--- src/rtl/sfa_pkg.sv ---
// Package with the shared types, opcodes and command codes of the spring force accumulator.
package sfa_pkg;

    localparam logic [1:0] OP_ACCUMULATE = 2'd0;
    localparam logic [1:0] OP_READ       = 2'd1;
    localparam logic [1:0] OP_READ_CLEAR = 2'd2;

    localparam int unsigned REG_COUNT = 8;
    localparam logic [30:0] REG_RESET = 31'd65536;
    localparam logic signed [49:0] FORCE_MAX = 50'sh0_7FFF_FFFF_FFFF;
    localparam logic signed [49:0] FORCE_MIN = -50'sh0_8000_0000_0000;
    localparam logic [47:0] MAG_POS_LIMIT = 48'h7FFF_FFFF_FFFF;
    localparam logic [47:0] MAG_NEG_LIMIT = 48'h8000_0000_0000;
    localparam int unsigned SQRT_STEPS = 32;
    localparam int unsigned DIV_STEPS  = 64;

    typedef struct packed {
        logic [1:0]         opcode;
        logic [9:0]         first_vertex;
        logic [9:0]         second_vertex;
        logic [1:0]         spring_type;
        logic signed [31:0] first_pos_x;
        logic signed [31:0] first_pos_y;
        logic signed [31:0] first_pos_z;
        logic signed [31:0] second_pos_x;
        logic signed [31:0] second_pos_y;
        logic signed [31:0] second_pos_z;
    } item_t;

    typedef struct packed {
        logic [9:0]         vertex_read;
        logic signed [47:0] force_x;
        logic signed [47:0] force_y;
        logic signed [47:0] force_z;
        logic               saturated;
    } result_t;

    typedef struct packed {
        logic               mark;
        logic signed [47:0] z;
        logic signed [47:0] y;
        logic signed [47:0] x;
    } row_t;

    typedef enum logic [3:0] {
        DP_NONE,
        DP_LOAD,
        DP_CLEAR,
        DP_SQUARE,
        DP_SQRT,
        DP_KR,
        DP_DIV,
        DP_FORCE,
        DP_MUL_LO,
        DP_MUL_HI,
        DP_FINISH,
        DP_MEM_READ,
        DP_MEM_ACC,
        DP_OUTPUT
    } dp_op_t;

    typedef struct packed {
        dp_op_t     op;
        logic [1:0] idx;
        logic       sel_b;
    } dp_cmd_t;

    typedef struct packed {
        logic acc_ok;
        logic is_read;
        logic r_zero;
        logic clear_done;
    } dp_status_t;

endpackage

--- src/rtl/sfa_ctrl.sv ---
// Controller state machine that sequences the spring force accumulator datapath.
module sfa_ctrl
    import sfa_pkg::*;
(
    input  logic       clk,
    input  logic       rst_n,
    input  logic       start,
    input  dp_status_t status,
    output logic       busy,
    output dp_cmd_t    cmd
);

    typedef enum logic [13:0] {
        S_CLEAR  = 14'b00000000000001,
        S_IDLE   = 14'b00000000000010,
        S_SQUARE = 14'b00000000000100,
        S_SQRT   = 14'b00000000001000,
        S_KR     = 14'b00000000010000,
        S_DIV    = 14'b00000000100000,
        S_FORCE  = 14'b00000001000000,
        S_MUL    = 14'b00000010000000,
        S_RD_A   = 14'b00000100000000,
        S_WR_A   = 14'b00001000000000,
        S_RD_B   = 14'b00010000000000,
        S_WR_B   = 14'b00100000000000,
        S_READ   = 14'b01000000000000,
        S_OUT    = 14'b10000000000000
    } state_t;

    state_t state_reg, state_next;
    logic [5:0] cnt_reg, cnt_next;

    assign busy = (state_reg != S_IDLE);

    always_comb
    begin
        state_next = state_reg;
        cnt_next = cnt_reg + 1'b1;
        cmd.op = DP_NONE;
        cmd.idx = 2'd0;
        cmd.sel_b = 1'b0;
        unique case (state_reg)
            S_CLEAR:
            begin
                cmd.op = DP_CLEAR;
                if (status.clear_done)
                begin
                    state_next = S_IDLE;
                end
            end
            S_IDLE:
            begin
                cnt_next = '0;
                if (start)
                begin
                    cmd.op = DP_LOAD;
                    if (status.is_read)
                    begin
                        state_next = S_READ;
                    end
                    else if (status.acc_ok)
                    begin
                        state_next = S_SQUARE;
                    end
                end
            end
            S_SQUARE:
            begin
                cmd.op = DP_SQUARE;
                cmd.idx = cnt_reg[1:0];
                if (cnt_reg[1:0] == 2'd3)
                begin
                    state_next = S_SQRT;
                    cnt_next = '0;
                end
            end
            S_SQRT:
            begin
                cmd.op = DP_SQRT;
                if (cnt_reg == 6'(SQRT_STEPS - 1))
                begin
                    state_next = S_KR;
                end
            end
            S_KR:
            begin
                cmd.op = DP_KR;
                cnt_next = '0;
                state_next = status.r_zero ? S_IDLE : S_DIV;
            end
            S_DIV:
            begin
                cmd.op = DP_DIV;
                if (cnt_reg == 6'(DIV_STEPS - 1))
                begin
                    state_next = S_FORCE;
                end
            end
            S_FORCE:
            begin
                cmd.op = DP_FORCE;
                cnt_next = '0;
                state_next = S_MUL;
            end
            S_MUL:
            begin
                cmd.idx = cnt_reg[3:2];
                unique case (cnt_reg[1:0])
                    2'd0: cmd.op = DP_MUL_LO;
                    2'd1: cmd.op = DP_MUL_HI;
                    2'd2: cmd.op = DP_FINISH;
                    default: cmd.op = DP_NONE;
                endcase
                if (cnt_reg[3:0] == 4'd11)
                begin
                    state_next = S_RD_A;
                end
            end
            S_RD_A:
            begin
                cmd.op = DP_MEM_READ;
                state_next = S_WR_A;
            end
            S_WR_A:
            begin
                cmd.op = DP_MEM_ACC;
                state_next = S_RD_B;
            end
            S_RD_B:
            begin
                cmd.op = DP_MEM_READ;
                cmd.sel_b = 1'b1;
                state_next = S_WR_B;
            end
            S_WR_B:
            begin
                cmd.op = DP_MEM_ACC;
                cmd.sel_b = 1'b1;
                state_next = S_IDLE;
            end
            S_READ:
            begin
                cmd.op = DP_MEM_READ;
                state_next = S_OUT;
            end
            S_OUT:
            begin
                cmd.op = DP_OUTPUT;
                state_next = S_IDLE;
            end
            default: state_next = S_IDLE;
        endcase
    end

    always_ff @(posedge clk or negedge rst_n)
    begin
        if (!rst_n)
        begin
            state_reg <= S_CLEAR;
            cnt_reg <= '0;
        end
        else
        begin
            state_reg <= state_next;
            cnt_reg <= cnt_next;
        end
    end

endmodule

--- config.mk ---
export PLATFORM = sky130hd
export DESIGN_NAME = sfa_ctrl
export DESIGN_NICKNAME = d
export VERILOG_FILES = /design/src/rtl/sfa_pkg.sv /design/src/rtl/sfa_ctrl.sv
export SDC_FILE = /design/constraint.sdc
export NUM_CORES = 1
export LEC_CHECK = 0
export BUFFER_PORTS_ARGS = -buffer_cell sky130_fd_sc_hd__buf_2
export CAP_MARGIN = 20
export CELL_PAD_IN_SITES_DETAIL_PLACEMENT = 1
export CELL_PAD_IN_SITES_GLOBAL_PLACEMENT = 1
export CORE_MARGIN = 1.5
export CORE_UTILIZATION = 40
export CTS_BUF_LIST = sky130_fd_sc_hd__clkbuf_16
export CTS_CLUSTER_DIAMETER = 50
export DETAILED_ROUTE_END_ITERATION = 8
export MAX_ROUTING_LAYER = met4
export PLACE_DENSITY_LB_ADDON = 0.1
export SETUP_SLACK_MARGIN = 0.2
export SKIP_LAST_GASP = 1
export SLEW_MARGIN = 40
export SYNTH_ARGS = -nofsm -noshare
export SYNTH_HDL_FRONTEND = slang
export SYNTH_SLANG_ARGS = --single-unit
--- constraint.sdc ---
create_clock -name clk -period 2.2 [get_ports clk]
set_input_delay 0.44 -clock clk [delete_from_list [all_inputs] [get_ports clk]]
set_output_delay 0.44 -clock clk [all_outputs]
set_load 0.01 [all_outputs]
==> results of run 1 <==
## layout by cell type (no fill, tap or decap), types with 6 or more instances in the layout
cell	instances
sky130_fd_sc_hd__inv_1	6
sky130_fd_sc_hd__buf_4	48
sky130_fd_sc_hd__buf_6	22
sky130_fd_sc_hd__xnor2_1	7
sky130_fd_sc_hd__buf_2	14
sky130_fd_sc_hd__nand2_1	14
sky130_fd_sc_hd__dfrtp_1	18
sky130_fd_sc_hd__nor2_1	14
## cells by family (layout without fill, tap and decap cells)
group | count (synthesis) | in the layout | share of synthesized area, %
flops | 20 | 20 | 34.27
fa+ha+maj | 5 | 5 | 4.274
compound gates | 29 | 29 | 13.08
xor+xnor | 10 | 10 | 5.983
buf+inv | 19 | 97 | 6.068
mux | 2 | 2 | 1.453
simple gates | 88 | 88 | 34.87
## through the flow
| stage | worst slack, ns | hold WS [ns] | power, mW | util [%] |
|---|---|---|---|---|
| after detailed placement | -0.1675 | 0.4134 | 2.031 | 53.37 |
| after CTS | -0.4087 | 0.1455 | 3.154 | 65.20 |
| after global routing | -0.4931 | 0.1553 | 4.082 | 73.70 |
| final | -0.4677 | 0.1233 | 4.037 | 73.70 |
| after floorplan | -0.1291 | 0.1444 | 1.388 | - |
| after global placement | -0.09436 | 0.4026 | 1.967 | 53.37 |
## critical path, cell delays in order, from the launching register on
cell and delay [ns]:
sky130_fd_sc_hd__dfstp_2 0.38, sky130_fd_sc_hd__or4_4 0.56, sky130_fd_sc_hd__nor2_4 0.14, sky130_fd_sc_hd__nand2_2 0.07
sky130_fd_sc_hd__buf_4 0.15, sky130_fd_sc_hd__buf_6 0.10, sky130_fd_sc_hd__buf_4 0.13, sky130_fd_sc_hd__buf_6 0.11
sky130_fd_sc_hd__nor3_2 0.15, sky130_fd_sc_hd__buf_2 0.16
## worst paths after layout
kind                            endpoint  slack (ns)  cells past startpoint
setup / recovery                  cmd[0]       -0.47                      9
hold reg to reg            state_reg[13]        0.60                      1
setup reg to reg              cnt_reg[5]       -0.20                     10
min in group clk            state_reg[2]        0.45                      2
hold / removal              state_reg[6]        0.12                      1
max in group asynchronous  state_reg[12]        1.72                      1
## area by class of cell
cell class / count / area share (%)
Multi-Input combinational cell: 134 / 43.99
Timing Repair Buffer: 86 / 28.53
Sequential cell: 20 / 19.98
Clock buffer: 3 / 2.982
Tap cell: 46 / 2.286
Clock inverter: 1 / 1.193
Inverter: 7 / 1.044
## power by group
group / switching, mW / internal, mW
combinational: 1.53 / 1.45
clock: 0.176 / 0.363
sequential: 0.0794 / 0.447
## repair_timing
item,4_1_cts,5_1_grt
gates cloned,0,0
pin swaps,18,20
setup buffers,19,18
gates resized for setup,35,33
endpoints found under the setup margin,20,22
## synthesized netlist by cell type, types with 2 or more instances
| library cell | n | area share [%] |
|---|---|---|
| sky130_fd_sc_hd__a21oi_1 | 4 | 1.4 |
| sky130_fd_sc_hd__a31oi_1 | 2 | 0.85 |
| sky130_fd_sc_hd__and3_1 | 2 | 0.85 |
| sky130_fd_sc_hd__buf_2 | 7 | 2.4 |
| sky130_fd_sc_hd__clkbuf_1 | 3 | 0.77 |
| sky130_fd_sc_hd__dfrtp_1 | 19 | 32 |
| sky130_fd_sc_hd__ha_1 | 5 | 4.3 |
| sky130_fd_sc_hd__inv_1 | 7 | 1.8 |
| sky130_fd_sc_hd__nand2_1 | 16 | 4.1 |
| sky130_fd_sc_hd__nand3_1 | 6 | 2.1 |
| sky130_fd_sc_hd__nand3b_1 | 2 | 1.0 |
| sky130_fd_sc_hd__nand4_1 | 4 | 1.7 |
| sky130_fd_sc_hd__nor2_1 | 18 | 4.6 |
| sky130_fd_sc_hd__nor2b_1 | 2 | 0.85 |
| sky130_fd_sc_hd__nor3_1 | 6 | 2.1 |
| sky130_fd_sc_hd__nor3_2 | 2 | 1.4 |
| sky130_fd_sc_hd__nor4_1 | 8 | 3.4 |
| sky130_fd_sc_hd__nor4b_1 | 4 | 2.4 |
| sky130_fd_sc_hd__o2111ai_1 | 2 | 1.2 |
| sky130_fd_sc_hd__o211ai_1 | 3 | 1.5 |
| sky130_fd_sc_hd__o21ai_0 | 9 | 3.1 |
| sky130_fd_sc_hd__or2_2 | 2 | 0.85 |
| sky130_fd_sc_hd__or4_1 | 3 | 1.5 |
| sky130_fd_sc_hd__or4_4 | 3 | 2.3 |
| sky130_fd_sc_hd__or4b_1 | 2 | 1.4 |
| sky130_fd_sc_hd__xnor2_1 | 7 | 4.2 |
| sky130_fd_sc_hd__xor2_1 | 3 | 1.8 |
## per-layer routing
metal | GRT usage [%] | part of all wire [%]
met1 | 43.21 | 37
met2 | 57.76 | 46
met3 | 6.786 | 11
met4 | 11.14 | 6.5
met5 | - | 0
==> impl_metrics.tcl, run 1 <==
set metrics [dict create \
    status "complete, but fails checks" \
    violations "negative setup slack" \
    timing.setup.critical_path_class "flop to output port" \
    finalNetCount 264 \
    cts-root-to-sink-buffers 2 \
    dpl.hpwl_um 3934 \
    timing.fmax_ghz 0.3748 \
    cp_data_arrival_time_ns 2.23 \
    dpl.cell_count 256 \
    most_frequently_used_flop_master_after_synthesis "sky130_fd_sc_hd__dfrtp_1" \
    synth-async-reset-ratio_pct 100.0 \
    finalSetupViolations 20 \
    route.detailed.wl_per_inst_um 30.10 \
    relative_slew_slack_pct 62.33 \
    io_buffer_count 14 \
    final_non_filler_cell_area_sq_um 2517 \
    cts_root_buffer "sky130_fd_sc_hd__clkbuf_16" \
    grt_util_all_layers_pct 35.01 \
    placeableCoreArea_sq_um 3416 \
    post_layout_nonfiller_instances 297 \
    synth-warning-count 0 \
    cts_tree "built" \
    worst-endpoint-required_ns 1.76 \
    cts_inserted_buffers 3 \
    total_leakage_power_nw 1.168 \
    max-cap-violations 0 \
    number_of_global_route_vias_before_repair 1816 \
    die_h_um 63.50 \
    ff_latch_area_sq_um 503.0 \
    max-vdd-ir-drop_v 0.001001 \
    largest_reg_flops 14 \
    synthesis.area_sq_um 1464 \
    synth_cell_type_count 49 \
    setup_slack_ns -0.4677 \
    antenna_left 0 \
    htreeDepth 1 \
    drt-vias-per-instance 6.670 \
    timing_max_transition_violations_final 0 \
    global_route_wire_length_before_repair_um 10160 \
    grt_overflow 0 \
    multi_input_comb_area_sq_um 1107 \
    synth_edf_count 0 \
    synthesis.nets 185 \
    post_route_cells_drive_above_1_share_pct 53.39 \
    final_clock_period_utilization_by_the_worst_path_pct 121.3 \
    start_util_pct 42.86 \
    synth_area_per_cell_sq_um 8.462 \
    worstHoldPathType "input pin to asynchronous set/reset pin" \
    drt-total-wl_um 8941 \
    design.portCount 15 \
    start_kind "flop" \
    ys_seq_area_share_pct 34.27 \
    cts.sink_count 20 \
    worst_skew_pair.late_latency_ns 0.27 \
    clock-skew-final_ns 0.002341 \
    cp_max_fo 2 \
    final_sum_of_negative_setup_slack_ns -3.793 \
    floorplan_die_area_sq_um 4032 \
    tightest_slew_ns 0.5592 \
    area_growth_pct 71.97 \
    rsz_0062_raised_after_global_routing "yes" \
    placed_cell_areas_sq_um 1823 \
    num-fill-cells 356 \
    critical_path.startpoint "state_reg[0]" \
    p_per_area_nw_per_um2 1604 \
    report.final.hold_viol_count 0 \
    std_cell_rows 21 \
    cts_hold_buffers 0 \
    n_antenna_cell 0 \
    initial_antenna_violation_count 0 \
    grt_start_max_net_pins 21 \
    post-route-drc-count 0 \
    worstReg2RegStart "state_reg[5]" \
    synth_cells 173 \
    clkSlewWorstSetupHoldPaths_ns 0.06 \
    ys_ff_latch 20 \
    place_congestion 0.9079 \
    layout_min_cycle_time_ns 2.668 \
    routed-via-count 1981 \
    crit_path_end_kind "output port" \
    detailedRoute.firstIterationViolations 274 \
    die-width_um 63.50 \
    dr.pass1.iters 7 \
]
Note: power is estimated with default switching activity, not from simulation.
==> run 2, diff against run 1 <==
--- a/config.mk
+++ b/config.mk
@@ -7,10 +7,8 @@
 export LEC_CHECK = 0
 export BUFFER_PORTS_ARGS = -buffer_cell sky130_fd_sc_hd__buf_2
 export CAP_MARGIN = 20
-export CELL_PAD_IN_SITES_DETAIL_PLACEMENT = 1
-export CELL_PAD_IN_SITES_GLOBAL_PLACEMENT = 1
 export CORE_MARGIN = 1.5
-export CORE_UTILIZATION = 40
+export CORE_UTILIZATION = 49
 export CTS_BUF_LIST = sky130_fd_sc_hd__clkbuf_16
 export CTS_CLUSTER_DIAMETER = 50
 export DETAILED_ROUTE_END_ITERATION = 8
==> run 2 against run 1 <==
Worst hold slack better by 0.010 ns. Maximum frequency down 1.5%. Critical path type unchanged. Sequential cell count unchanged. Highest routed layer unchanged. Critical endpoint is now cmd[5]. Non-clock buffer count up 3. Cell area up 1.3%. Die area down 18%. The run still ends with negative setup slack left. Sequential power about the same. Via count down 1.6%.
==> impl_metrics.tcl, run 2 (synthesized netlist as in run 1, its figures left out) <==
set metrics [dict create \
    status "complete, but fails checks" \
    violations "negative setup slack" \
    worstHoldPathType "input pin to asynchronous set/reset pin" \
    floorplan_die_area_sq_um 3325 \
    n_antenna_cell 0 \
    start_kind "flop" \
    htreeDepth 1 \
    fin_worst_hold_slack_ns 0.1335 \
    final_clock_period_utilization_by_the_worst_path_pct 123.1 \
    report.final.hold_viol_count 0 \
    worst-r2r-cell-count 9 \
    routed-via-count 1949 \
    dpl.hpwl_um 3177 \
    start_util_pct 52.19 \
    die_h_um 57.66 \
    setup_slack_ns -0.5073 \
    dr.pass1.iters 5 \
    worstReg2RegStart "state_reg[5]" \
    layout.cells.most_common "sky130_fd_sc_hd__buf_4" \
    area_growth_pct 74.27 \
    design_power_total_mw 3.590 \
    global_route_wire_length_before_repair_um 8845 \
    crit_path_end_kind "output port" \
    post-route-drc-count 0 \
    tightest_slew_ns 0.5518 \
    route.detailed.wl_per_inst_um 24.65 \
    total_leakage_power_nw 1.202 \
    timing.fmax_ghz 0.3694 \
    max-vdd-ir-drop_v 0.0009897 \
    place_congestion 0.9371 \
    path_buf_inv 5 \
    core_occupancy_in_the_finished_layout_pct 90.95 \
    critical-path-top-cell-by-count "sky130_fd_sc_hd__buf_6" \
    initial_antenna_violation_count 0 \
    final_sum_of_negative_setup_slack_ns -3.724 \
    worst_skew_pair.late_latency_ns 0.27 \
    timing_max_transition_violations_final 0 \
    worst_r2r_dst "cnt_reg[4]" \
    layout_min_cycle_time_ns 2.707 \
    p_per_area_nw_per_um2 1407 \
    grt_util_all_layers_pct 37.07 \
    num-fill-cells 109 \
    clock-skew-final_ns 0.001621 \
    std_cell_rows 19 \
    antenna_left 0 \
    design.portCount 15 \
    worst-endpoint-required_ns 1.76 \
    finalSetupViolations 15 \
    rrSetupSlack_ns -0.30 \
    rsz_0062_raised_after_global_routing "yes" \
    timing.setup.critical_path_class "flop to output port" \
    grt_overflow 0 \
    cts-root-to-sink-buffers 2 \
    cts_inserted_buffers 3 \
    worst_path_max_delay_cell "sky130_fd_sc_hd__or4_4" \
    cts_tree "built" \
    drt-total-wl_um 7025 \
    relative_slew_slack_pct 62.88 \
    timing.critical_path.slowest_cell_delay_ns 0.57 \
    most-common-layout-cells "sky130_fd_sc_hd__buf_4 (51), sky130_fd_sc_hd__buf_6 (22), sky130_fd_sc_hd__dfrtp_1 (19), sky130_fd_sc_hd__nor2_1 (14)" \
    post_route_cells_drive_above_1_share_pct 55.91 \
    timing.critical_path.cells "or4_4, buf_4, buf_6, buf_6, buf_6, nor2_4, nand2_2, o211ai_1, buf_2" \
    finalNetCount 267 \
    drt-vias-per-instance 6.839 \
    detailedRoute.firstIterationViolations 199 \
    grt_start_max_net_pins 21 \
    clkSlewWorstSetupHoldPaths_ns 0.06 \
    timing.critical_path.max_delay_family "simple AND/OR/NAND/NOR gates" \
    placeableCoreArea_sq_um 2805 \
    cts_root_buffer "sky130_fd_sc_hd__clkbuf_16" \
    io_buffer_count 14 \
    largest_reg_flops 14 \
    cp_data_arrival_time_ns 2.27 \
    die-width_um 57.66 \
    number_of_global_route_vias_before_repair 1836 \
    max-cap-violations 0 \
    cp_max_fo 2 \
    cts.sink_count 20 \
]
[run 2: where the power goes]
group          switching [mW]  total, mW  internal [mW]
Clock                   0.155      0.398          0.243
Sequential             0.0780      0.524          0.446
Combinational            1.31       2.67           1.36
[run 2: stage by stage]
step                instance area, sq um  cells  setup slack, ns
global placement                    1834    245          -0.1204
floorplan                           1495    173          -0.1291
global route                        2551    285          -0.5597
finish                              2551    285          -0.5073
detailed placement                  1834    245          -0.1179
CTS                                 2335    273          -0.3721
[run 2: timing repair]
| item | 4_1_cts | 5_1_grt |
|---|---|---|
| setup buffers | 24 | 12 |
| endpoints found under the hold margin | 0 | 0 |
| hold buffers | 0 | 0 |
| pin swaps | 22 | 18 |
| setup endpoints to repair | 20 | 20 |
| resized for setup | 51 | 32 |
[run 2: cell type report]
type | instances | area, sq um | share of cell area, %
multi-input combinational | 134 | 1152 | 45.17
timing repair buffer | 89 | 750.7 | 29.43
sequential | 20 | 501.7 | 19.67
clock buffer | 3 | 75.07 | 2.943
tap | 31 | 38.79 | 1.520
inverter | 7 | 28.78 | 1.128
clock inverter | 1 | 3.754 | 0.1471
[run 2: worst max path at each step]
stage,to,startpoint,cells past startpoint
4_1_cts,cmd[3],state_reg[6],6
2_1_floorplan,cmd[3],state_reg[3],6
3_5_place_dp,cmd[3],state_reg[3],6
3_3_place_gp,cmd[3],state_reg[3],6
6_report,cmd[5],state_reg[5],9
5_1_grt,cmd[5],state_reg[5],9
[run 2: per-layer routing]
layer | share of wire [%] | global-route usage [%] | vias to the layer above
li1 | - | - | 795
met1 | 36 | 42.24 | 914
met2 | 46 | 57.95 | 180
met3 | 11 | 10.71 | 60
met4 | 7.3 | 21.59 | 0
met5 | 0 | - | -
[run 2: worst register-to-register path, stage by stage (launching register included)]
cell and delay, ns:
sky130_fd_sc_hd__dfrtp_1 0.38, sky130_fd_sc_hd__or4_4 0.57, sky130_fd_sc_hd__buf_4 0.16, sky130_fd_sc_hd__buf_6 0.10, sky130_fd_sc_hd__buf_6 0.10, sky130_fd_sc_hd__buf_6 0.11, sky130_fd_sc_hd__or4_4 0.49, sky130_fd_sc_hd__a21oi_4 0.19
sky130_fd_sc_hd__nand2_1 0.08, sky130_fd_sc_hd__a31o_1 0.21
==> run 3, diff against run 2 <==
--- a/config.mk
+++ b/config.mk
@@ -13,7 +13,7 @@
 export CTS_CLUSTER_DIAMETER = 50
 export DETAILED_ROUTE_END_ITERATION = 8
 export MAX_ROUTING_LAYER = met4
-export PLACE_DENSITY_LB_ADDON = 0.1
+export PLACE_DENSITY = 0.71
 export SETUP_SLACK_MARGIN = 0.2
 export SKIP_LAST_GASP = 1
 export SLEW_MARGIN = 40
==> run 3 against run 2 <==
Routed wire length decreased by 13%. The run still ends with negative setup slack left. Largest cell class unchanged. Sequential share of layout area increased by 0.94 points. Clock power increased by 30%. Cell count decreased by 5.3%. Clock skew increased by 0.0046 ns. Critical path depth decreased by 3. Worst hold slack got worse by 0.0052 ns. Cell area decreased by 4.3%.
==> impl_metrics.tcl, run 3 (synthesized netlist as in run 1, its figures left out) <==
set metrics [dict create \
    worstReg2RegStart "state_reg[7]" \
    n_antenna_cell 0 \
    clock-skew-final_ns 0.006260 \
    cts_inserted_buffers 3 \
    max-cap-violations 0 \
    post_route_cells_drive_above_1_share_pct 53.56 \
    timing.critical_path.slowest_cell_delay_ns 0.55 \
    violations "negative setup slack" \
    drt-total-wl_um 6099 \
    layout_min_cycle_time_ns 2.572 \
    final_sum_of_negative_setup_slack_ns -2.792 \
    finalNetCount 252 \
    cts_root_buffer "sky130_fd_sc_hd__clkbuf_16" \
    wl_met3_um 545 \
    detailedRoute.firstIterationViolations 197 \
    dr.pass1.iters 5 \
    worst_path_max_delay_cell "sky130_fd_sc_hd__or4_4" \
    status "complete, but fails checks" \
    max-vdd-ir-drop_v 0.0009584 \
    timing.critical_path.max_delay_family "simple AND/OR/NAND/NOR gates" \
    cp_data_arrival_time_ns 2.13 \
    worst_r2r_dst "cnt_reg[5]" \
    global_route_wire_length_before_repair_um 8459 \
    layout.cells.most_common "sky130_fd_sc_hd__buf_4" \
    clkSlewWorstSetupHoldPaths_ns 0.06 \
    floorplan_die_area_sq_um 3325 \
    drt-vias-per-instance 6.859 \
    htreeDepth 1 \
    timing_max_transition_violations_final 0 \
    grt_util_all_layers_pct 35.11 \
    io_buffer_count 14 \
    tightest_slew_ns 0.5298 \
    cts_tree "built" \
    dpl.hpwl_um 3231 \
    total_leakage_power_nw 1.118 \
    path_buf_inv 1 \
    routed-via-count 1852 \
    antenna_left 0 \
    rrSetupSlack_ns -0.26 \
    worst_skew_pair.late_latency_ns 0.26 \
    fin_worst_hold_slack_ns 0.1282 \
    final_clock_period_utilization_by_the_worst_path_pct 116.9 \
    relative_slew_slack_pct 64.18 \
    start_kind "flop" \
    highest_metal_layer_used_by_the_detailed_router "met4" \
    start_util_pct 52.19 \
    setup_slack_ns -0.3718 \
    post-route-drc-count 0 \
    std_cell_rows 19 \
    cts.sink_count 20 \
    grt_overflow 0 \
    worst-endpoint-required_ns 1.76 \
    report.final.hold_viol_count 0 \
    num-fill-cells 127 \
    worstHoldPathType "input pin to asynchronous set/reset pin" \
    cts_hold_buffers 0 \
    timing.critical_path.cells "or4_4, nor2_4, nand2_2, or4b_4, o2111ai_2, buf_2" \
    met2_wirelength_um 2805 \
    rsz_0062_raised_after_global_routing "yes" \
    grt_start_max_net_pins 21 \
    timing.fmax_ghz 0.3888 \
    die-width_um 57.66 \
    crit_path_end_kind "output port" \
    area_growth_pct 66.75 \
    initial_antenna_violation_count 0 \
    routedLengthMet1_um 2369 \
    die_h_um 57.66 \
    design.portCount 15 \
    place_congestion 0.9397 \
    worst-r2r-cell-count 9 \
    cp_max_fo 2 \
    placeableCoreArea_sq_um 2805 \
    route.detailed.wl_per_inst_um 22.59 \
    largest_reg_flops 14 \
    most-common-layout-cells "sky130_fd_sc_hd__buf_4 (43), sky130_fd_sc_hd__dfrtp_1 (18), sky130_fd_sc_hd__buf_2 (14), sky130_fd_sc_hd__buf_6 (14)" \
    cts-root-to-sink-buffers 2 \
    timing.setup.critical_path_class "flop to output port" \
    finalSetupViolations 15 \
    number_of_global_route_vias_before_repair 1672 \
    p_per_area_nw_per_um2 1351 \
]
==> run 3: timing repair <==
action | 4_1_cts | 5_1_grt
pin swaps | 19 | 19
setup endpoints to repair | 19 | 19
gates resized for setup | 53 | 26
setup buffers | 16 | 13
==> run 3: cell type report <==
| class | count | area (sq um) | share of cell area [%] |
|---|---|---|---|
| multi-input combinational | 134 | 1167 | 47.82 |
| timing repair buffer | 74 | 600.6 | 24.60 |
| sequential | 20 | 503.0 | 20.60 |
| clock buffer | 3 | 75.07 | 3.075 |
| tap | 31 | 38.79 | 1.589 |
| clock inverter | 1 | 30.03 | 1.230 |
| inverter | 7 | 26.28 | 1.076 |
==> run 3: worst max-delay path by stage <==
stage / from / to / slack [ns] / depth (start not counted)
2_1_floorplan: state_reg[3] / cmd[3] / -0.13 / 6
3_3_place_gp: state_reg[3] / cmd[3] / -0.09 / 6
3_5_place_dp: state_reg[3] / cmd[3] / -0.13 / 6
4_1_cts: state_reg[7] / cmd[3] / -0.37 / 6
5_1_grt: state_reg[0] / cmd[3] / -0.41 / 6
6_report: state_reg[0] / cmd[3] / -0.37 / 6
==> run 3: metrics by stage <==
step / std cells / cell area (sq um) / utilization (%) / setup slack (ns) / power (mW)
floorplan: 173 / 1495 / - / -0.1291 / 1.388
global placement: 237 / 1774 / 63.25 / -0.09485 / 1.873
detailed placement: 237 / 1774 / 63.25 / -0.1284 / 1.913
CTS: 257 / 2247 / 80.11 / -0.3681 / 2.884
global route: 270 / 2441 / 87.02 / -0.4092 / 3.398
finish: 270 / 2441 / 87.02 / -0.3718 / 3.299
==> run 3: metal layers <==
metal	vias up	track usage (%)
met5	-	-
met4	0	16.61
met3	47	5.580
met2	129	53.90
met1	906	45.48
li1	770	-
==> run 3: where the power goes <==
part / leakage [nW] / total, mW / switching, mW / internal (mW)
sequential: 0.266 / 0.514 / 0.0682 / 0.445
combinational: 0.801 / 2.27 / 1.19 / 1.08
clock: 0.0511 / 0.518 / 0.156 / 0.362
total: 1.12 / 3.30 / 1.41 / 1.89
